--- src/rtl/core/rc4_pkg.sv ---
// Shared types and constants for the RC4 stream cipher engine.
// Holds the command format passed from the front end to the cipher core.
// No dependencies.
package rc4_pkg;

    // Byte and permutation geometry
    localparam int BYTE_W     = 8;
    localparam int PERM_DEPTH = 256;
    localparam int PERM_IDX_W = 8;

    // Key store geometry at its largest; the top parameter limits the depth
    localparam int MAX_KEY_BYTES_DEF = 256;
    localparam int KEY_ADDR_W        = 8;
    localparam int KEY_CNT_W         = 9;

    // Command queue between front end and core
    localparam int CMDQ_DEPTH = 2;
    localparam int CMDQ_LVL_W = 2;

    // Item kinds on the request channel
    localparam logic KIND_KEY  = 1'b0;
    localparam logic KIND_DATA = 1'b1;

    // Core operations
    typedef logic [1:0] op_t;
    localparam op_t OP_DATA    = 2'd0;
    localparam op_t OP_KEY     = 2'd1;
    localparam op_t OP_KEY_RUN = 2'd2;
    localparam op_t OP_RUN     = 2'd3;

    typedef struct packed {
        op_t                   op;
        logic [BYTE_W-1:0]     byte_val;
        logic                  last;
        logic [KEY_ADDR_W-1:0] kaddr;
        logic [KEY_CNT_W-1:0]  klen;
    } cmd_t;

    // Core status seen by the top level
    typedef struct packed {
        logic sched;
        logic out_load;
    } bk_stat_t;

endpackage

--- src/rtl/core/rc4_cmd_fifo.sv ---
// Two-entry command queue between the front end and the cipher core.
// Depends on rc4_pkg.
module rc4_cmd_fifo (
    input  logic                           clk,
    input  logic                           rst_n,
    input  rc4_pkg::cmd_t                  push_cmd,
    input  logic                           push_valid,
    output logic                           push_ready,
    output rc4_pkg::cmd_t                  pop_cmd,
    output logic                           pop_valid,
    input  logic                           pop,
    output logic [rc4_pkg::CMDQ_LVL_W-1:0] level
);
    import rc4_pkg::*;

    cmd_t                  entry_reg [CMDQ_DEPTH];
    logic                  wptr_reg, rptr_reg;
    logic [CMDQ_LVL_W-1:0] level_reg;
    logic                  do_push, do_pop;

    assign push_ready = level_reg != CMDQ_LVL_W'(CMDQ_DEPTH);
    assign pop_valid  = level_reg != '0;
    assign pop_cmd    = entry_reg[rptr_reg];
    assign level      = level_reg;
    assign do_push    = push_valid & push_ready;
    assign do_pop     = pop & pop_valid;

    // Storage
    always_ff @(posedge clk)
    begin
        if (do_push)
            entry_reg[wptr_reg] <= push_cmd;
    end

    // Pointers and fill level
    always_ff @(posedge clk or negedge rst_n)
    begin
        if (!rst_n)
        begin
            wptr_reg  <= 1'b0;
            rptr_reg  <= 1'b0;
            level_reg <= '0;
        end
        else
        begin
            if (do_push)
                wptr_reg <= ~wptr_reg;
            if (do_pop)
                rptr_reg <= ~rptr_reg;
            if (do_push && !do_pop)
                level_reg <= level_reg + CMDQ_LVL_W'(1);
            else if (do_pop && !do_push)
                level_reg <= level_reg - CMDQ_LVL_W'(1);
        end
    end

endmodule

--- config.mk ---
export PLATFORM = sky130hd
export DESIGN_NAME = rc4_cmd_fifo
export DESIGN_NICKNAME = d
export VERILOG_FILES = /design/src/rtl/core/rc4_pkg.sv /design/src/rtl/core/rc4_cmd_fifo.sv
export SDC_FILE = /design/constraint.sdc
export NUM_CORES = 1
export LEC_CHECK = 0
export BUFFER_PORTS_ARGS = -buffer_cell sky130_fd_sc_hd__buf_2
export CORE_UTILIZATION = 35
export DETAILED_ROUTE_END_ITERATION = 8
export PLACE_DENSITY = 0.62
export SYNTH_ARGS = -nofsm -noshare
export SYNTH_HDL_FRONTEND = slang
export SYNTH_SLANG_ARGS = --single-unit
--- constraint.sdc ---
create_clock -name clk -period 5.1 [get_ports clk]
set_input_delay 0 -clock clk [delete_from_list [all_inputs] [get_ports clk]]
set_output_delay 0 -clock clk [all_outputs]
set_load 0.02 [all_outputs]
==> run_results.csv <==
group,metric,value,unit
timing,setup_ws,3.47,ns
placed_design,place.gp.congestion,0.719,
grt,grt_usage,13.1,%
detailed_routing,dr.pass1.iters,4,
synth,synth_area,2260,µm²
placed_design,place_ws,3.57,ns
timing,rsz0062_at_grt,"no",
worst_setup_path,cp_slowest_stage_delay,0.41,ns
detailed_routing,vias,1277,
pwr,irDropWorstVdd,0.422,mV
worst_hold_path,hp-start,"push_valid",
cells_and_area,fillers,501,
synth,syn_avg_cell_area,21.5,µm²
detailed_routing,routed_wl,4.09,mm
cells_and_area,largest_reg_flops,56,
floorplanning,die_y,82.4,µm
pwr,switching_share,32.1,%
pwr,power.internal,1.22,mW
synth,synthesis.nets,138,
synth,syn-instance-count,105,
clock_tree,numCtsBuffers,9,
timing,max_freq,0.614,GHz
timing,hold_violations,0,
cells_and_area,synthToLayoutAreaGrowth,40.5,%
worst_setup_path,crit_fanout,29,
synth,ys_seq_area_share,78.8,%
synth,synth_area_leaders,"edfxtp_1, mux2_2, mux2_4",
worst_setup_path,crit_type,"flop to primary output",
worst_setup_path,rr_startpoint,"level[0]$_DFFE_PN0P_",
clock_tree,tritoncts,"yes",
clock_tree,clock-root-buffer,"clkbuf_8",
floorplanning,io_pins,64,
detailed_routing,drtIter0Drc,38,
cells_and_area,layout-drive-gt1-share,50.7,%
synth,synth_top_area_share,74.3,%
timing,final.setup.tns,0,ns
detailed_routing,viasPerCell,4.40,
pwr,power_frac_seq,39.9,%
worst_setup_path,critPathArrivalTime,1.63,ns
cells_and_area,nets,243,
worst_setup_path,cp-end-kind,"primary output",
pwr,switchingPower,0.574,mW
worst_setup_path,cp_top_family,"buffers and inverters",
timing,skew,0.00377,ns
synth,yosysUniqueCellTypes,16,
clock_tree,clk_path_buf_depth,2,
pwr,power.static_leakage,1.27,nW
placed_design,post-place-cells,243,
worst_setup_path,cp_cell_sequence,"buf_4 -> mux2_2 -> buf_2",
synth,ys_seq_elements,60,
synth,yosys_warnings,0,
run,drv_cap,0,
cells_and_area,multi_input_area,445,µm²
timing,finalCriticalPeriod,1.63,ns
synth,synth_area_leader_cell,"edfxtp_1",
pwr,p_per_area,563,nW/µm²
status,status,"finished clean",
grt,overflow,0,
clock_tree,cts_setup_buffers,0,
floorplanning,row_count,28,
grt,grt_max_degree,30,
timing,hold_slack,0.0592,ns
clock_tree,clk_pin_slew,0.06,ns
worst_hold_path,hold_class,"input port to flop",
grt,grt_pass1_wl,6.10,mm
worst_setup_path,critPathLaunchType,"flop",
cells_and_area,antenna_cells,0,
clock_tree,h-tree-depth,3,
timing,report.final.slew_viol_count,0,
timing,relSlewSlack,69.2,%
floorplanning,dieArea,6790,µm²
clock_tree,cts_sinks,60,
floorplanning,dieWidth,82.4,µm
floorplanning,core_area,6060,µm²
detailed_routing,post_drt_wl_per_cell,14.1,µm
timing,setup_viol,0,
clock_tree,clock_latency,0.32,ns
grt,antenna_found_initial,0,
cells_and_area,fin_cells,290,
pwr,p_comb_share,35.6,%
cells_and_area,final_cell_mix,"buf_2, edfxtp_1, dlygate4sd3_1",
clock_tree,cts_resized,0,
placed_design,dp.final_hpwl,2.56,mm
detailed_routing,ant_nets,0,
timing,finalCritPeriodShare,31.9,%
worst_setup_path,cpMaxStageDelayCell,"mux2_2",
worst_setup_path,crit_start,"rptr_reg$_DFFE_PN0P_",
pwr,clkPwrFrac,24.5,%
floorplanning,start_util,37.3,%
grt,grt_pass1_vias,1359,
timing,worst_slew_pin_slew,0.462,ns
detailed_routing,drc,0,
cells_and_area,final_common_cell,"buf_2",
placed_design,port_buffers,63,
worst_setup_path,cp.required,5.10,ns
worst_setup_path,crit_buf_inv,2,
cells_and_area,ff_latch_area,1780,µm²
## synth_stat cells
cell,count
ha_1,1
inv_1,1
nor2_1,2
buf_8,1
nand2b_1,1
nand2_1,2
edfxtp_1,56
xor2_1,2
dfrtp_1,4
or2_1,1
and3_1,1
mux2_4,10
xnor2_1,3
buf_4,1
mux2_2,18
buf_6,1
## layout make-up
type	count	area share, %
multi-input cells	41	14.0
well taps	75	2.95
inverters	1	0.118
flip-flops and latches	60	56.0
clock buffers	10	4.01
repair buffers	97	20.4
clock inverters	6	2.48
## metrics by stage
stage | power [mW] | area, µm² | util, %
3_3_place_gp | 1.33 | 2660 | 43.9
3_5_place_dp | 1.35 | 2660 | 43.9
5_1_grt | 1.88 | 3180 | 52.5
6_report | 1.79 | 3180 | 52.5
4_1_cts | 1.81 | 3180 | 52.5
2_1_floorplan | 1.17 | 2260 | -
## repair_timing
item                                   in CTS  in global routing
endpoints found under the hold margin      61                  0
setup endpoints to repair                   0                  0
hold buffers                               31                  0
## cells by family after synthesis
logic type                 Yosys count  synth area share, %
xor gates and xnor gates             5                 1.94
adders and majority gates            1                0.553
buffers and inverters                4                 1.66
DFF                                 60                 78.8
muxes                               28                 15.6
and+or+nand+nor                      7                 1.49
## worst min-delay path, stage by stage
cell	delay (ns)
buf_2	0.11
nand2_1	0.12
xnor2_1	0.10
## power by group through the flow
stage / logic [mW] / registers [mW] / clock network (mW)
final: 0.636 / 0.715 / 0.439
after global routing: 0.684 / 0.724 / 0.467
after CTS: 0.645 / 0.715 / 0.451
after detailed placement: 0.625 / 0.724 / 0
after global placement: 0.611 / 0.716 / 0
after floorplan: 0.447 / 0.727 / 0
## worst paths after layout
path,endpoint,slack (ns),cells past startpoint
hold / removal,wptr_reg$_DFFE_PN0P_,0.06,3
hold reg to reg,level[0]$_DFFE_PN0P_,0.55,1
setup / recovery,pop_cmd[19],3.47,3
min in group asynchronous,rptr_reg$_DFFE_PN0P_,0.57,3
setup reg to reg,level[1]$_DFFE_PN0P_,3.52,6
max in group asynchronous,wptr_reg$_DFFE_PN0P_,4.35,3
## layer usage
layer  vias to the layer above  track usage (%)  wire, µm
met5                         -                0         0
met4                         0             6.84         0
met3                         0             4.29       267
met2                        47             24.3      2110
met1                       613             12.9      1710
li1                        617                -         -
(Power assumes the default switching activity.)
