===== src/rtl/core/rc4_pkg.sv =====
// Shared types and constants for the RC4 stream cipher engine.
// Holds the command format passed from the front end to the cipher core.
// No dependencies.
package rc4_pkg;

    // Byte and permutation geometry
    localparam int BYTE_W     = 8;
    localparam int PERM_DEPTH = 256;
    localparam int PERM_IDX_W = 8;

    // Key store geometry at its largest; the top parameter limits the depth
    localparam int MAX_KEY_BYTES_DEF = 256;
    localparam int KEY_ADDR_W        = 8;
    localparam int KEY_CNT_W         = 9;

    // Command queue between front end and core
    localparam int CMDQ_DEPTH = 2;
    localparam int CMDQ_LVL_W = 2;

    // Item kinds on the request channel
    localparam logic KIND_KEY  = 1'b0;
    localparam logic KIND_DATA = 1'b1;

    // Core operations
    typedef logic [1:0] op_t;
    localparam op_t OP_DATA    = 2'd0;
    localparam op_t OP_KEY     = 2'd1;
    localparam op_t OP_KEY_RUN = 2'd2;
    localparam op_t OP_RUN     = 2'd3;

    typedef struct packed {
        op_t                   op;
        logic [BYTE_W-1:0]     byte_val;
        logic                  last;
        logic [KEY_ADDR_W-1:0] kaddr;
        logic [KEY_CNT_W-1:0]  klen;
    } cmd_t;

    // Core status seen by the top level
    typedef struct packed {
        logic sched;
        logic out_load;
    } bk_stat_t;

endpackage


===== src/rtl/core/rc4_req_if.sv =====
// Request channel of the RC4 engine: key and data items.
// Depends on nothing.
interface rc4_req_if;
    logic       valid;
    logic       ready;
    logic       kind;
    logic [7:0] byte_in;
    logic       last;

    modport source (output valid, output kind, output byte_in, output last, input ready);
    modport sink   (input valid, input kind, input byte_in, input last, output ready);
endinterface


===== src/rtl/core/rc4_front.sv =====
// Front end: accepts request items, tracks key length, emits core commands.
// Depends on rc4_pkg and rc4_req_if.
module rc4_front #(
    parameter int MAX_KEY_BYTES = rc4_pkg::MAX_KEY_BYTES_DEF
) (
    input  logic          clk,
    input  logic          rst_n,
    rc4_req_if.sink       req,
    output rc4_pkg::cmd_t cmd,
    output logic          cmd_valid,
    input  logic          cmd_ready
);
    import rc4_pkg::*;

    logic [KEY_CNT_W-1:0] count_reg, count_next;
    logic [KEY_CNT_W-1:0] cnt_inc;
    logic                 room;
    logic                 accept;

    assign req.ready = cmd_ready;
    assign accept    = req.valid & cmd_ready;
    assign room      = count_reg < KEY_CNT_W'(MAX_KEY_BYTES);
    assign cnt_inc   = count_reg + KEY_CNT_W'(1);

    // Classify; over-limit key bytes are dropped, a last one becomes OP_RUN
    always_comb
    begin
        cmd.byte_val = req.byte_in;
        cmd.last     = req.last;
        cmd.kaddr    = count_reg[KEY_ADDR_W-1:0];
        cmd.klen     = room ? cnt_inc : count_reg;
        cmd.op       = OP_DATA;
        cmd_valid    = 1'b0;
        count_next   = count_reg;
        if (req.valid)
        begin
            if (req.kind == KIND_DATA)
            begin
                cmd.op    = OP_DATA;
                cmd_valid = 1'b1;
            end
            else
            begin
                if (room)
                    cmd.op = req.last ? OP_KEY_RUN : OP_KEY;
                else
                    cmd.op = OP_RUN;
                cmd_valid = room | req.last;
                if (accept)
                begin
                    if (req.last)
                        count_next = '0;
                    else if (room)
                        count_next = cnt_inc;
                end
            end
        end
    end

    always_ff @(posedge clk or negedge rst_n)
    begin
        if (!rst_n)
            count_reg <= '0;
        else
            count_reg <= count_next;
    end

endmodule


===== src/flat_wrapper.sv =====
// flat-port wrapper written by rule: the top's interface ports become plain ports
module rc4_front_flat import rc4_pkg::*;
#(
    parameter int MAX_KEY_BYTES = rc4_pkg::MAX_KEY_BYTES_DEF
)
  (clk, rst_n, cmd, cmd_valid, cmd_ready, req_valid, req_kind, req_byte_in, req_last, req_ready);
  rc4_req_if req_i ();
  input  logic clk;
  input  logic rst_n;
  output rc4_pkg::cmd_t cmd;
  output logic cmd_valid;
  input  logic cmd_ready;
  input wire logic [$bits(req_i.valid)-1:0] req_valid;
  input wire logic [$bits(req_i.kind)-1:0] req_kind;
  input wire logic [$bits(req_i.byte_in)-1:0] req_byte_in;
  input wire logic [$bits(req_i.last)-1:0] req_last;
  output wire logic [$bits(req_i.ready)-1:0] req_ready;
  assign req_i.valid = req_valid;
  assign req_i.kind = req_kind;
  assign req_i.byte_in = req_byte_in;
  assign req_i.last = req_last;
  assign req_ready = req_i.ready;
  rc4_front #(.MAX_KEY_BYTES(MAX_KEY_BYTES)) u_core (.clk(clk), .rst_n(rst_n), .req(req_i), .cmd(cmd), .cmd_valid(cmd_valid), .cmd_ready(cmd_ready));
endmodule

===== config.mk =====
export PLATFORM = sky130hd
export DESIGN_NAME = rc4_front_flat
export DESIGN_NICKNAME = d
export VERILOG_FILES = /design/src/rtl/core/rc4_pkg.sv /design/src/rtl/core/rc4_req_if.sv /design/src/rtl/core/rc4_front.sv /design/src/flat_wrapper.sv
export SDC_FILE = /design/constraint.sdc
export NUM_CORES = 1
export LEC_CHECK = 0
export ABC_AREA = 1
export ABC_CLOCK_PERIOD_IN_PS = 1700
export BUFFER_PORTS_ARGS = -buffer_cell sky130_fd_sc_hd__buf_2
export CAP_MARGIN = 10
export CORE_MARGIN = 2
export CORE_UTILIZATION = 43
export CTS_BUF_LIST = sky130_fd_sc_hd__clkbuf_16
export DETAILED_ROUTE_END_ITERATION = 6
export PLACE_DENSITY = 0.78
export SETUP_SLACK_MARGIN = 0.05
export SYNTH_ARGS = -nofsm -noshare
export SYNTH_HDL_FRONTEND = slang
export SYNTH_SLANG_ARGS = --single-unit

===== constraint.sdc =====
create_clock -name clk -period 1.7 [get_ports clk]
set_input_delay 0.34 -clock clk [delete_from_list [all_inputs] [get_ports clk]]
set_output_delay 0.34 -clock clk [all_outputs]
set_load 0.02 [all_outputs]

==> results of run 1 <==
-- worst min-delay path by stage --
stage | start | end | cells after the start
after floorplan | rst_n | u_core.count_reg[0]$_DFFE_PN0P_ | 0
after global placement | rst_n | u_core.count_reg[8]$_DFFE_PN0P_ | 1
after detailed placement | rst_n | u_core.count_reg[8]$_DFFE_PN0P_ | 1
after CTS | req_last | u_core.count_reg[4]$_DFFE_PN0P_ | 4
after global routing | rst_n | u_core.count_reg[7]$_DFFE_PN0P_ | 2
final | rst_n | u_core.count_reg[7]$_DFFE_PN0P_ | 2
-- routing by layer --
metal	part of all wire (%)	global-route usage (%)	wire length, um	vias up
met5	0	0	0	-
met4	2.7	11.1	59	0
met3	9.6	6.27	209	7
met2	47	29.2	1020	45
met1	41	21.5	893	382
li1	-	-	-	386
-- cell type report --
cell class,instances,area share [%]
multi-input combinational,64,37.7
clock buffer,3,6.30
clock inverter,1,0.315
sequential,9,19.2
timing repair buffer,45,28.1
tap,25,2.62
inverter,17,5.77
-- power breakdown --
part           switching, mW  total (mW)  internal (mW)
logic                  0.191       0.343          0.151
registers             0.0305       0.264          0.233
clock network          0.104       0.411          0.307
total                  0.326        1.02          0.692
-- Yosys cell counts --
| master | count |
|---|---|
| inv_1 | 15 |
| nor2_8 | 1 |
| inv_4 | 1 |
| ha_1 | 1 |
| o31ai_1 | 1 |
| o21ai_0 | 2 |
| nand3_4 | 1 |
| nand2_2 | 3 |
| nor2_2 | 1 |
| nand2_8 | 1 |
| nand3_1 | 6 |
| nand3b_1 | 1 |
| inv_2 | 1 |
| nor2_4 | 1 |
| nand4_1 | 2 |
| o22ai_1 | 2 |
| and2_1 | 3 |
| o21ai_1 | 3 |
| nor2_1 | 1 |
| dfrtp_1 | 9 |
| nand2_1 | 32 |
| buf_4 | 18 |
| a21oi_1 | 2 |
-- stage by stage --
stage / cell area (um2) / worst slack, ns / TNS, ns
2_1_floorplan: 781 / 0.132 / 0
3_3_place_gp: 827 / 0.211 / 0
3_5_place_dp: 827 / 0.147 / 0
4_1_cts: 1010 / -0.0207 / -0.0332
5_1_grt: 1190 / -0.121 / -0.332
6_report: 1190 / -0.0786 / -0.0964
-- logic make-up (layout without fill, tap and decap cells) --
kind of cell    Yosys count  in the layout  synth area share, %
simple gates             53             53                 36.7
buf+inv                  35             66                 25.8
compound gates           10             10                 7.05
flops                     9              9                 28.8
fa+ha+maj                 1              1                 1.60
-- what timing repair did --
action,in CTS,in global routing
pin swaps,5,12
buffers inserted,8,8
endpoints found under the hold margin,9,0
hold buffers,1,0
endpoints found under the setup margin,6,10
resized for setup,11,35
==> results.txt, run 1 <==
status: finished with violations
failing checks: setup timing
Crit. path cell count: 6
pwr dens: 854 nW/um2
Initial Utilization: 45.7%
Ys Warns: 0
IO Port Bufs: 27
Lkg Pwr: 0.658 nW
clk root buf: clkbuf_16
Final Skew: 0.00227 ns
Worst-Margin Slew: 0.210 ns
vias in the first global route: 644
GPL Wtd Cong: 0.793
CP Cell Sequence: ha_4 > nand2_4 > nor2_4 > nand4_1 > and2_4 > buf_6
period utilization: 105%
DR pass1 iterations: 4
largest net degree at the start of global routing: 10
vias: 820
placed cell count: 144
Synth Instances: 108
HP Class: in -> async
Area growth syn-to-layout: 52.7%
fin worst setup slack: -0.0786 ns
clock sinks: 9
num ports: 44
Slew Limit Fails: 0
leading cell types in the layout, fill and taps excluded: 24 x nand2_1, 19 x buf_2, 16 x buf_4, 14 x inv_1, 9 x nand2_2
slowest CP cell: dfrtp_1
Remaining DRCs: 0
first-pass GRT wire length: 2.74 mm
hold slack: 0.482 ns
Die X: 46.6 um
crit-path max cell delay: 0.40 ns
via/cell ratio: 5.00
Critical path buffers and inverters: 1
multi-input logic area: 449 um2
syn nets: 123
RSZ-0062 raised after global routing: true
CTS max path bufs: 2
#FFs+latches synth: 9
kind of critical path: reg -> out
DPL Wire Length: 1.22 mm
most common cell after layout, fill and taps aside: nand2_1
core footprint: 1710 um2
GRT overflow: 0
wire length per cell: 13.3 um
Chip Height: 46.6 um
final hold vios: 0
Yosys top cell by area: dfrtp_1
Top Family by Delay on Critical Path: simple AND/OR/NAND/NOR gates
Filler cells: 117
Yosys cell types: 23
worst-path fanout max: 3
gr usage total: 18.5%
number of H-tree levels: 1
Cell Count, Final, Fillers Out: 164
crit path launch type: register
cell depth of the worst flop-to-flop path: 10
Synth top area share: 28.8%
1st-iter DRT viols: 28
antenna diode count: 0
Worst EP required: 1.36 ns
Max-Cap Viols: 0
Cell Rows: 15
Max IR drop VDD: 860 uV
clock tree from TritonCTS: yes
part of the Yosys area used for sequential elements: 28.8%
initial antenna violation count: 0
later-pin clock latency in the skew report: 0.24 ns
Nets: 155
largest cells by area after synthesis: dfrtp_1 29%, buf_4 17%, nand2_1 15%
full die area: 2170 um2
min Tclk post-route: 1.78 ns
FF-to-FF Start: u_core.count_reg[0]$_DFFE_PN0P_
Worst setup endpoint: cmd[6]
CTS Buf Count: 3
Critical Path AT: 1.44 ns
syn_area_per_cell: 7.23 um2
Peak Freq: 562 MHz
sequential cell area: 229 um2
Total Wirelength: 2.18 mm
Slew headroom: 86.0%
share of the core filled with cells: 69.8%
post-synthesis cell area: 781 um2
layout cell share with drive strength beyond 1: 56.8%
Worst setup startpoint: u_core.count_reg[0]$_DFFE_PN0P_
endpoints failing setup: 3
Reg clk slew, reported paths: 0.04 ns
DRT antenna net count: 0
register-to-register path setup slack: 0.05 ns
Critical Path Sink Type: output pin
Worst R2R End: u_core.count_reg[6]$_DFFE_PN0P_
Largest register FFs: 9
Power, Total: 1.02 mW
(Power assumes the default switching activity.)
==> run 2: changes to the inputs <==
CELL_PAD_IN_SITES_DETAIL_PLACEMENT = 1   (was not set)
CELL_PAD_IN_SITES_GLOBAL_PLACEMENT = 1   (was not set)
CORE_ASPECT_RATIO = 0.5   (was not set)
CORE_UTILIZATION = 29   (was 43)
GPL_TIMING_DRIVEN = 1   (was not set)
PLACE_DENSITY = not set   (was 0.78)
PLACE_DENSITY_LB_ADDON = 0.1   (was not set)
==> run 2 against run 1 <==
Effect of this change:
- the run still ends with setup timing left
- utilization shrank 26 points
- first-iteration DRC count shrank 25%
- critical path depth is the same
- cell count grew 5.5%
- global-route usage shrank 4.8 points
- maximum frequency grew 0.31%
- worst setup slack gained 0.0055 ns
- worst hold slack gained 0.0091 ns
- critical endpoint is now cmd[4]
==> results.txt, run 2 (synthesis results as in run 1) <==
DR pass1 iterations: 4 (unchanged)
Largest register FFs: 9 (unchanged)
final hold vios: 0 (unchanged)
number of H-tree levels: 1 (unchanged)
sequential power share: 26.0% (about the same)
Filler cells: 337 (+190%)
Remaining DRCs: 0 (unchanged)
status: finished with violations
leading cell types in the layout, fill and taps excluded: 30 x nand2_1, 18 x buf_2, 16 x inv_1, 15 x buf_4, 8 x buf_6
vias: 753 (-8.2%)
largest net degree at the start of global routing: 10 (unchanged)
RSZ-0062 raised after global routing: true
GRT overflow: 0 (unchanged)
Cell Rows: 13 (-2)
CTS Buf Count: 3 (unchanged)
DRT antenna net count: 0 (unchanged)
crit path launch type: register
Lkg Pwr: 0.619 nW (-5.9%)
layout cell share with drive strength beyond 1: 47.8% (-9.0 points)
clock sinks: 9 (unchanged)
gr usage total: 13.7% (-4.8 points)
Total Wirelength: 2.14 mm (-1.7%)
Clk network pwr share: 42.8% (+2.4 points)
period utilization: 104% (-0.32 points)
IO Port Bufs: 27 (unchanged)
Final Skew: 0.000894 ns (-0.00138 ns)
vias in the first global route: 655 (+1.7%)
fin worst setup slack: -0.0731 ns (+0.00551 ns)
failing checks: setup timing
DPL Wire Length: 1.55 mm (+26%)
setup_tns: -0.126 ns (-0.0295 ns)
Chip Height: 40.7 um (-13%)
core footprint: 2570 um2 (+50%)
P_sw: 299 uW (-8.3%)
initial antenna violation count: 0 (unchanged)
later-pin clock latency in the skew report: 0.23 ns (about the same)
Slew headroom: 85.2% (-0.75 points)
pwr dens: 869 nW/um2 (+1.8%)
Peak Freq: 564 MHz (+0.31%)
endpoints failing setup: 3 (unchanged)
Reg clk slew, reported paths: 0.04 ns (about the same)
Nets: 152 (-1.9%)
Cell Count, Final, Fillers Out: 173 (+5.5%)
CTS max path bufs: 2 (unchanged)
clock tree from TritonCTS: yes
min Tclk post-route: 1.77 ns (-0.00551 ns)
Max-Cap Viols: 0 (unchanged)
GPL Wtd Cong: 0.709 (-11%)
worst-path fanout max: 3 (unchanged)
Max IR drop VDD: 321 uV (-63%)
first-pass GRT wire length: 3.07 mm (+12%)
Critical Path Sink Type: output pin
Worst setup startpoint: u_core.count_reg[1]$_DFFE_PN0P_
Worst-Margin Slew: 0.222 ns (+0.0113 ns)
antenna diode count: 0 (unchanged)
pre-CTS WS: 0.181 ns (+0.0338 ns)
clk root buf: clkbuf_16
Worst EP required: 1.36 ns (about the same)
1st-iter DRT viols: 21 (-25%)
FF-to-FF Start: u_core.count_reg[8]$_DFFE_PN0P_
HP Class: in -> async
combinational group share of total power: 31.2% (-2.5 points)
Slew Limit Fails: 0 (unchanged)
Critical Path AT: 1.43 ns (about the same)
num ports: 44 (unchanged)
sw frac: 30.8% (-1.2 points)
kind of critical path: reg -> out
wire length per cell: 12.4 um (-6.9%)
Internal Power: 671 uW (-3.1%)
via/cell ratio: 4.35 (-13%)
most common cell after layout, fill and taps aside: nand2_1
Die X: 77.4 um (+66%)
placed cell count: 157 (+9.0%)
Initial Utilization: 30.4% (-15 points)
Area growth syn-to-layout: 42.9%
full die area: 3150 um2 (+45%)
-- run 2: changes by cell type in the layout (fill, tap and decap cells not counted), moves of 2 or more --
| cell | previous run | this run |
|---|---|---|
| nand2_2 | 9 | 5 |
| nand2_4 | 2 | 0 |
| nand3_1 | 3 | 6 |
| nand3_2 | 2 | 0 |
| inv_1 | 14 | 16 |
| nand2_1 | 24 | 30 |
| inv_2 | 3 | 1 |
-- run 2: power groups by stage --
stage / Sequential, mW / Combinational (mW) / Clock [mW]
CTS: 0.250 / 0.270 / 0.418
detailed placement: 0.252 / 0.260 / 0
global placement: 0.252 / 0.260 / 0
finish: 0.252 / 0.303 / 0.415
floorplan: 0.259 / 0.207 / 0
global route: 0.254 / 0.331 / 0.428
-- run 2: path summary, 6_finish.rpt --
path                       cells after the start                         endpoint  slack, ns
max                                            6                           cmd[4]      -0.07
min                                            2  u_core.count_reg[1]$_DFFE_PN0P_       0.49
max reg2reg                                    9  u_core.count_reg[3]$_DFFE_PN0P_       0.26
min reg2reg                                    2  u_core.count_reg[4]$_DFFE_PN0P_       0.55
max in group asynchronous                      2  u_core.count_reg[5]$_DFFE_PN0P_       1.01
min in group clk                               4  u_core.count_reg[4]$_DFFE_PN0P_       0.51
-- run 2: area by class of cell --
| cell class | count | area (um2) | area share (%) |
|---|---|---|---|
| sequential | 9 | 229 | 20.5 |
| tap | 37 | 46.3 | 4.15 |
| clock buffer | 3 | 75.1 | 6.73 |
| inverter | 17 | 68.8 | 6.17 |
| multi-input combinational | 64 | 390 | 35.0 |
| timing repair buffer | 42 | 303 | 27.1 |
| clock inverter | 1 | 3.75 | 0.336 |
-- run 2: routing by layer --
layer / share of wire (%) / GRT usage, %
met1: 43 / 15.9
met2: 50 / 24.1
met3: 6.3 / 4.63
met4: 0.75 / 6.70
met5: 0 / 0
-- run 2: metrics by stage --
stage / total power, mW / instance area [um2] / hold WS [ns] / utilization [%]
final: 0.970 / 1120 / 0.491 / 43.4
after global routing: 1.01 / 1120 / 0.528 / 43.4
after floorplan: 0.466 / 781 / 0.0444 / -
after CTS: 0.938 / 1020 / 0.483 / 39.6
after global placement: 0.512 / 850 / 0.214 / 33.1
after detailed placement: 0.512 / 850 / 0.207 / 33.1
-- run 2: worst max-delay path, stage by stage, from the launching register on --
cell and delay [ns]:
dfrtp_1 0.36, ha_2 0.20, buf_4 0.12, nand3_1 0.12
o21ai_1 0.16, nand2_1 0.08, buf_4 0.16
-- run 2: repair_timing --
action / in CTS / in global routing
hold buffers: 1 / 0
buffers inserted: 6 / 6
gates resized for setup: 14 / 19
endpoints found under the setup margin: 7 / 9
endpoints found under the hold margin: 9 / 0
pin swaps: 2 / 7
